File: src/rtl/ppp_async_hdlc_deframer_assert.svh
// Assertion macros used by the deframer top level, ppp_async_hdlc_deframer.
// Needs nothing else; the including module supplies the clock and reset names.
`ifndef PPP_ASYNC_HDLC_DEFRAMER_ASSERT_SVH
`define PPP_ASYNC_HDLC_DEFRAMER_ASSERT_SVH

// The consequent must hold in the same cycle as the antecedent.
`define PHDLC_ASSERT_SAME(label, clk, rst, ante, cons) \
   label: assert property (@(posedge clk) disable iff (rst) (ante) |-> (cons)) \
      else $error("deframer assertion failed");

// The consequent must hold in the cycle after the antecedent.
`define PHDLC_ASSERT_NEXT(label, clk, rst, ante, cons) \
   label: assert property (@(posedge clk) disable iff (rst) (ante) |=> (cons)) \
      else $error("deframer assertion failed");

`endif

File: src/rtl/phdlc_pkg.sv
// Constants, result type and FCS-16 byte update for the PPP async HDLC deframer.
// Used by phdlc_core and ppp_async_hdlc_deframer; depends on nothing.
`timescale 1ns / 1ps

package phdlc_pkg;

   localparam logic [7:0]  FlagByte = 8'h7E;
   localparam logic [7:0]  EscByte  = 8'h7D;
   localparam logic [7:0]  EscXor   = 8'h20;
   localparam logic [7:0]  AddrByte = 8'hFF;
   localparam logic [7:0]  CtrlByte = 8'h03;
   localparam logic [15:0] FcsInit  = 16'hFFFF;
   localparam logic [15:0] FcsGood  = 16'hF0B8;
   localparam logic [15:0] FcsPoly  = 16'h8408;
   localparam logic [2:0]  MinFrame = 3'd6;

   localparam logic       KindPayload = 1'b0;
   localparam logic       KindEnd     = 1'b1;

   localparam logic [1:0] StatusGood  = 2'd0;
   localparam logic [1:0] StatusBadFcs = 2'd1;
   localparam logic [1:0] StatusShort = 2'd2;

   typedef struct packed {
      logic        valid;
      logic        kind;
      logic [7:0]  payload_byte;
      logic [15:0] protocol;
      logic [1:0]  status;
      logic        frame_last;
   } result_type;

   function automatic logic [15:0] fcs16_update(input logic [15:0] fcs, input logic [7:0] b);
      logic [15:0] v;
      v = fcs ^ {8'h00, b};
      for (int i = 0; i < 8; i++) begin
         v = v[0] ? ((v >> 1) ^ FcsPoly) : (v >> 1);
      end
      return v;
   endfunction

endpackage

File: src/rtl/ppp_async_hdlc_deframer.sv
// PPP asynchronous HDLC deframer with FCS-16 check: input register, frame core, result register.
// A byte moves from the input register through the core into the result register, which drives the response port.
// Throughput: one byte per cycle while the result side accepts; the core steps once per byte.
// The input register holds a byte only while the result register is full and stalled.
// Reset is synchronous and active high; it empties both registers and clears frame state.
// Depends on phdlc_pkg, phdlc_core and ppp_async_hdlc_deframer_assert.svh.
`timescale 1ns / 1ps
`include "ppp_async_hdlc_deframer_assert.svh"

module ppp_async_hdlc_deframer
   import phdlc_pkg::*;
(
   input  logic        clock,
   input  logic        reset,
   input  logic        req_tvalid,
   output logic        req_tready,
   input  logic [7:0]  req_tdata,   // [7:0] rx_byte
   output logic        rsp_tvalid,
   input  logic        rsp_tready,
   output logic [31:0] rsp_tdata,   // [7:0] payload_byte, [23:8] protocol, [25:24] status
   output logic        rsp_tuser,   // [0] kind
   output logic        rsp_tlast
);

   logic        in_valid_ff, in_valid_in;
   logic [7:0]  in_byte_ff;
   logic        rsp_valid_ff, rsp_valid_in;
   result_type  rsp_ff;
   result_type  result;
   logic        step_en;
   logic        req_xfer;

   assign step_en    = in_valid_ff && (!rsp_valid_ff || rsp_tready);
   assign req_tready = !in_valid_ff || step_en;
   assign req_xfer   = req_tvalid && req_tready;

   assign in_valid_in  = req_xfer || (in_valid_ff && !step_en);
   assign rsp_valid_in = step_en ? result.valid : (rsp_valid_ff && !rsp_tready);

   phdlc_core u_core (
      .clock   (clock),
      .reset   (reset),
      .step_en (step_en),
      .rx_byte (in_byte_ff),
      .result  (result)
   );

   always_ff @(posedge clock) begin
      if (reset) begin
         in_valid_ff  <= 1'b0;
         rsp_valid_ff <= 1'b0;
      end else begin
         in_valid_ff  <= in_valid_in;
         rsp_valid_ff <= rsp_valid_in;
      end
   end

   always_ff @(posedge clock) begin
      if (req_xfer) begin
         in_byte_ff <= req_tdata;
      end
      if (step_en && result.valid) begin
         rsp_ff <= result;
      end
   end

   assign rsp_tvalid = rsp_valid_ff;
   assign rsp_tdata  = {6'b0, rsp_ff.status, rsp_ff.protocol, rsp_ff.payload_byte};
   assign rsp_tuser  = rsp_ff.kind;
   assign rsp_tlast  = rsp_ff.frame_last;

   `PHDLC_ASSERT_SAME(a_payload_clean, clock, reset,
      rsp_tvalid && rsp_tuser == KindPayload, !rsp_tlast && rsp_tdata[25:8] == 18'd0)
   `PHDLC_ASSERT_SAME(a_end_clean, clock, reset,
      rsp_tvalid && rsp_tuser == KindEnd, rsp_tlast && rsp_tdata[7:0] == 8'd0 &&
      rsp_tdata[25:24] != 2'd3)
   `PHDLC_ASSERT_SAME(a_stall_only_when_held, clock, reset,
      !req_tready, in_valid_ff && rsp_tvalid && !rsp_tready)
   `PHDLC_ASSERT_NEXT(a_held_byte_kept, clock, reset,
      in_valid_ff && !step_en, in_valid_ff && $stable(in_byte_ff))

endmodule

File: src/rtl/phdlc_core.sv
// Frame state of the deframer: unstuffing, FCS-16, header decode, payload delay line.
// Depends on phdlc_pkg; produces at most one result for each stepped byte.
`timescale 1ns / 1ps

module phdlc_core
   import phdlc_pkg::*;
(
   input  logic       clock,
   input  logic       reset,
   input  logic       step_en,
   input  logic [7:0] rx_byte,
   output result_type result
);

   localparam logic [2:0] PhaseFirst   = 3'd0;
   localparam logic [2:0] PhaseAddr    = 3'd1;
   localparam logic [2:0] PhaseProto1  = 3'd2;
   localparam logic [2:0] PhaseProto2  = 3'd3;
   localparam logic [2:0] PhaseHeld0   = 3'd4;
   localparam logic [2:0] PhaseHeld1   = 3'd5;
   localparam logic [2:0] PhaseHeld2   = 3'd6;

   logic        in_frame_ff, in_frame_in;
   logic        escape_ff, escape_in;
   logic [15:0] crc_ff, crc_in;
   logic [7:0]  held0_ff, held0_in;
   logic [7:0]  held1_ff, held1_in;
   logic [2:0]  count_ff, count_in;
   logic [2:0]  phase_ff, phase_in;
   logic [15:0] proto_ff, proto_in;
   logic [7:0]  ub;

   always_comb begin
      in_frame_in = in_frame_ff;
      escape_in   = escape_ff;
      crc_in      = crc_ff;
      held0_in    = held0_ff;
      held1_in    = held1_ff;
      count_in    = count_ff;
      phase_in    = phase_ff;
      proto_in    = proto_ff;
      result      = '0;
      ub          = escape_ff ? (rx_byte ^ EscXor) : rx_byte;

      if (rx_byte == FlagByte) begin
         if (!in_frame_ff || count_ff != 3'd0) begin
            if (in_frame_ff) begin
               result.valid      = 1'b1;
               result.kind       = KindEnd;
               result.protocol   = proto_ff;
               result.frame_last = 1'b1;
               if (count_ff < MinFrame) begin
                  result.status = StatusShort;
               end else if (crc_ff != FcsGood) begin
                  result.status = StatusBadFcs;
               end else begin
                  result.status = StatusGood;
               end
            end
            in_frame_in = 1'b1;
            crc_in      = FcsInit;
            held0_in    = 8'h00;
            held1_in    = 8'h00;
            count_in    = 3'd0;
            phase_in    = PhaseFirst;
            proto_in    = 16'h0000;
         end
         escape_in = 1'b0;
      end else if (in_frame_ff) begin
         if (rx_byte == EscByte) begin
            escape_in = 1'b1;
         end else begin
            escape_in = 1'b0;
            crc_in    = fcs16_update(crc_ff, ub);
            if (count_ff < MinFrame) begin
               count_in = count_ff + 3'd1;
            end
            case (phase_ff)
               PhaseFirst, PhaseProto1: begin
                  if (phase_ff == PhaseFirst && ub == AddrByte) begin
                     phase_in = PhaseAddr;
                  end else if (ub[0]) begin
                     proto_in = {8'h00, ub};
                     phase_in = PhaseHeld0;
                  end else begin
                     proto_in = {ub, 8'h00};
                     phase_in = PhaseProto2;
                  end
               end
               PhaseAddr: begin
                  if (ub == CtrlByte) begin
                     phase_in = PhaseProto1;
                  end else begin
                     proto_in = {8'h00, AddrByte};
                     held0_in = ub;
                     phase_in = PhaseHeld1;
                  end
               end
               PhaseProto2: begin
                  proto_in = {proto_ff[15:8], ub};
                  phase_in = PhaseHeld0;
               end
               PhaseHeld0: begin
                  held0_in = ub;
                  phase_in = PhaseHeld1;
               end
               PhaseHeld1: begin
                  held1_in = ub;
                  phase_in = PhaseHeld2;
               end
               default: begin
                  result.valid        = 1'b1;
                  result.kind         = KindPayload;
                  result.payload_byte = held0_ff;
                  held0_in            = held1_ff;
                  held1_in            = ub;
               end
            endcase
         end
      end
   end

   always_ff @(posedge clock) begin
      if (reset) begin
         in_frame_ff <= 1'b0;
         escape_ff   <= 1'b0;
         crc_ff      <= FcsInit;
         held0_ff    <= 8'h00;
         held1_ff    <= 8'h00;
         count_ff    <= 3'd0;
         phase_ff    <= PhaseFirst;
         proto_ff    <= 16'h0000;
      end else if (step_en) begin
         in_frame_ff <= in_frame_in;
         escape_ff   <= escape_in;
         crc_ff      <= crc_in;
         held0_ff    <= held0_in;
         held1_ff    <= held1_in;
         count_ff    <= count_in;
         phase_ff    <= phase_in;
         proto_ff    <= proto_in;
      end
   end

endmodule
File: config.mk
export PLATFORM = sky130hd
export DESIGN_NAME = ppp_async_hdlc_deframer
export DESIGN_NICKNAME = d
export VERILOG_FILES = /design/src/rtl/phdlc_pkg.sv /design/src/rtl/ppp_async_hdlc_deframer.sv /design/src/rtl/phdlc_core.sv
export VERILOG_INCLUDE_DIRS = /design/src /design/src/rtl
export SDC_FILE = /design/constraint.sdc
export NUM_CORES = 1
export LEC_CHECK = 0
export BUFFER_PORTS_ARGS = -buffer_cell sky130_fd_sc_hd__buf_4
export CAP_MARGIN = 40
export CORE_ASPECT_RATIO = 0.75
export CORE_MARGIN = 2
export CORE_UTILIZATION = 50
export DETAILED_ROUTE_END_ITERATION = 8
export PLACE_DENSITY_LB_ADDON = 0.3
export RECOVER_POWER = 25
export SLEW_MARGIN = 20
export SYNTH_ARGS = -nofsm -noshare
export SYNTH_HDL_FRONTEND = slang
export SYNTH_SLANG_ARGS = --single-unit
File: constraint.sdc
create_clock -name clock -period 2.6 [get_ports clock]
set_input_delay 0.39 -clock clock [delete_from_list [all_inputs] [get_ports clock]]
set_output_delay 0.39 -clock clock [all_outputs]
set_load 0.05 [all_outputs]
==> key figures <==
Outcome
  • Status: finished with violations
  • Failing checks: design-rule violations

Critical path
  • Crit path buf inv count: 1
  • Max stage delay on crit path: 0.55 ns
  • WP data required: 2.81 ns
  • Crit start category: flop
  • WP data arrival: 2.56 ns
  • Reg-to-reg slack, setup: 0.25 ns
  • Crit Path Max Fanout: 10
  • Worst setup EP type: flop
  • WS Path Type: flop to flop
  • CP Cell Sequence: inv_1 > ha_1 > nor2b_1 > and3_1 > o32ai_4 > o211ai_2 > mux2i_1
  • Reg2Reg Capture Point: u_core.proto_ff[9]
  • CP delay by family, top: compound AO/OA/AOI/OAI gates
  • R2R Path Start: u_core.count_ff[0]
  • Reg2Reg Depth: 7
  • Worst path slowest cell: o32ai_4

Power
  • Pleak: 1.96 nW
  • P_int: 0.00244 W
  • Switch share: 0.227
  • Sequential Power Share: 0.481
  • Clock power frac: 0.453
  • PwrDens: 610 nW/um^2
  • Switching pwr: just over 0.0007 W
  • Comb power frac: 0.067
  • Worst VDD drop: 0.000383 V

Worst hold path
  • Hold Path Sink: in_byte_ff[3]
  • Worst hold path depth: 1
  • Min-delay src: req_tdata[3]
  • Hold crit path type: primary input to flop

Yosys
  • Post-Synth Adder-Cell Area: 0.00559
  • Synth warn: 0
  • Synth area leader: dfxtp_1
  • Post-Syn Instances: 451
  • Post-synthesis simple-gate area fraction: 0.199
  • Largest family of logic cells by synthesized area: simple AND/OR/NAND/NOR gates
  • XOR/XNOR Fraction of Synth Area: 0.0509
  • Compound-Gate Fraction of Synth Area: 0.154
  • Netlist Area Pre-Place: 4470 um^2
  • Post-synthesis mux area share: 0.0495
  • Syn avg cell area: 9.92 um^2
  • Ys async rst share: 0
  • Yosys top cell area share: 0.255
  • Post-synth cell types: between 50 and 60
  • Sequential share of the synthesized area: 0.490
  • Most used flip-flop cell after synthesis: dfxtp_1
  • EDFF count, synth: 35
  • Top post-synthesis cells by area: dfxtp_1 26%, edfxtp_1 23%, mux2i_1 4.7%
  • Yosys reg bits: 92

Global routing
  • Vias in the first global route: 3281
  • Initial antenna violation count: 0
  • Congestion Overflow GR: 0
  • GRT Util Overall: 0.218
  • Largest net degree at the start of global routing: 56
  • First-pass GRT wire length: between 15000 and 20000 um

Detailed routing
  • DR vias: 3476
  • Met3 Wirelength: roughly 700 um
  • DRT Pass-1 Iters: 7
  • WL final: roughly 10000 um
  • DR WL/cell: approximately 17 um
  • DRC Markers: 5
  • Max Used Layer: met4
  • First DRT Iteration DRCs: 279
  • Antenna Violating Nets Remaining: 0
  • Routed length on met2: between 4000 and 5000 um
  • Metal-1 WL: 4840 um
  • Vias per cell: 5.75

Clock tree
  • TritonCTS clock tree: done
  • Maximum root-to-sink buffer count: 2
  • CTS resizes: 0
  • Later-pin clock latency in the skew report: 0.35 ns
  • CTS sink count: between 90 and 100
  • Root Buffer Master: clkbuf_16
  • Postcts setup bufs: 0
  • H-tree depth: 3
  • Hold Buf Count CTS: 0
  • Worst-path clk slew: ~0.070 ns
  • CTS buffer count: 9

Floorplanning
  • Die X: 113 um
  • Row count: 29
  • Core Area: 8560 um^2
  • I/O pin count: 48
  • Die Y: 85.9 um
  • Starting Density: 0.522
  • Die ar.: 9730 um^2

Placement
  • GPL Wtd Cong: 0.917
  • Dpl cells: approximately 590
  • Dpl cell area: 4920 um^2
  • Number of port buffers: 40
  • Detailed placement HPWL: 7160 um

STA
  • Slew HR: 0.590
  • Least-Margin Pin Slew: 0.614 ns
  • # setup viols final: 0
  • RSZ-0062 raised after global routing: no
  • Fin. Hold Viols: 0
  • TNS Setup: 0 ns
  • Maximum clock frequency: 426 MHz
  • Tcrit/Tclk final: 0.904
  • Final Skew: 0.00840 ns
  • Min cycle time layout: between 2 and 2.5 ns
  • Slew Limit Fails: 0

Finish
  • Post-layout nets: 506
  • ANT cells: 0
  • Area Growth Syn to Fin: 15.4%
  • Util after Layout: 0.603
  • Design area: approximately 5200 um^2
  • Post-route insts no fill: 605
  • Proportion of layout cells with a drive suffix above 1: 0.133

Flow run
  • Max-cap violations: 0
## power by group through the flow
stage                     registers (W)  clock network, W  logic [W]
after global routing            0.00152           0.00151   0.000224
final                           0.00152           0.00143   0.000210
after floorplan                 0.00154                 0   0.000166
after global placement          0.00155                 0   0.000205
after detailed placement        0.00155                 0   0.000208
after CTS                       0.00152           0.00146   0.000209
## placed cells by master, fill, tap and decap left out, types with 17 or more instances in the layout
| cell | instances |
|---|---|
| nor2_1 | 18 |
| buf_4 | 31 |
| edfxtp_1 | 35 |
| dfxtp_1 | 57 |
| nand2b_1 | 17 |
| and2_1 | 26 |
| o21ai_0 | 22 |
| nand2_1 | 33 |
| mux2i_1 | 21 |
| a21oi_1 | 30 |
| nand3_1 | 18 |
| clkbuf_1 | 22 |
## how the worst max path moves through the flow
| stage | end | slack [ns] | from | cells past startpoint |
|---|---|---|---|---|
| finish | u_core.proto_ff[9] | 0.25 | u_core.count_ff[0] | 7 |
| global route | u_core.proto_ff[11] | 0.07 | u_core.count_ff[1] | 7 |
| CTS | u_core.proto_ff[11] | 0.26 | u_core.count_ff[0] | 7 |
| detailed placement | u_core.proto_ff[11] | 0.28 | u_core.count_ff[0] | 7 |
| global placement | u_core.proto_ff[13] | 0.34 | u_core.count_ff[1] | 7 |
| floorplan | rsp_tdata[0] | 0.12 | in_byte_ff[7] | 6 |
## through the flow
stage	hold slack [ns]	total power (W)	worst slack [ns]
3_5_place_dp	0.459	0.00176	0.281
6_report	0.245	0.00315	0.251
2_1_floorplan	0.443	0.00170	0.119
3_3_place_gp	0.450	0.00175	0.344
5_1_grt	0.236	0.00325	0.0687
4_1_cts	0.211	0.00318	0.258
## per-layer routing
metal,vias up,GRT usage
met1,1633,0.311
met3,15,0.0523
met2,142,0.341
met5,-,0
li1,1686,-
met4,0,0.0499
## worst reg2reg max path: stages, from the launching register on
cell      delay [ns]
dfxtp_1         0.38
inv_1           0.06
ha_1            0.18
nor2b_1         0.16
and3_1          0.28
o32ai_4         0.56
o211ai_2        0.40
mux2i_1         0.21
## kinds of logic (layout without fill, tap and decap cells)
group / after synthesis / in the layout
mux: 22 / 22
compound gates: 100 / 100
other cells: 1 / 7
buf+inv: 47 / 87
flops: 92 / 92
simple gates: 161 / 161
fa+ha+maj: 2 / 2
xor+xnor: 26 / 26
## Yosys cell counts, types with 4 or more instances
| cell type | number |
|---|---|
| dfxtp_1 | 57 |
| nor4_1 | 4 |
| edfxtp_1 | 35 |
| nor2_1 | 18 |
| clkbuf_1 | 22 |
| buf_4 | 7 |
| inv_1 | 9 |
| a21oi_1 | 30 |
| xor2_1 | 10 |
| mux2i_1 | 21 |
| or4_1 | 9 |
| nand2b_1 | 17 |
| o21bai_1 | 10 |
| nand2_1 | 33 |
| o211ai_1 | 13 |
| buf_2 | 6 |
| and2_1 | 27 |
| a211oi_1 | 4 |
| nor2b_1 | 8 |
| nor3_1 | 8 |
| xnor2_1 | 16 |
| o21ai_0 | 22 |
| nand3_1 | 18 |
## sequential cells by signal (all words and copies together), names as in the netlist, 3 cells and up
name,cells
u_core.held0_ff,8
in_byte_ff,8
u_core.proto_ff,15
u_core.crc_ff,16
u_core.count_ff,3
u_core.held1_ff,8
rsp_tdata,25
u_core.phase_ff,3
## layout make-up
| class | count | area (um^2) |
|---|---|---|
| Timing Repair Buffer | 62 | 395 |
| Sequential cell | 92 | 2190 |
| Tap cell | 108 | 135 |
| Inverter | 9 | 33.8 |
| Fill cell | 770 | 3400 |
| Clock inverter | 7 | 105 |
| Multi-Input combinational cell | 318 | 2080 |
| Clock buffer | 9 | 225 |
Power figures use the tool's default switching activity.
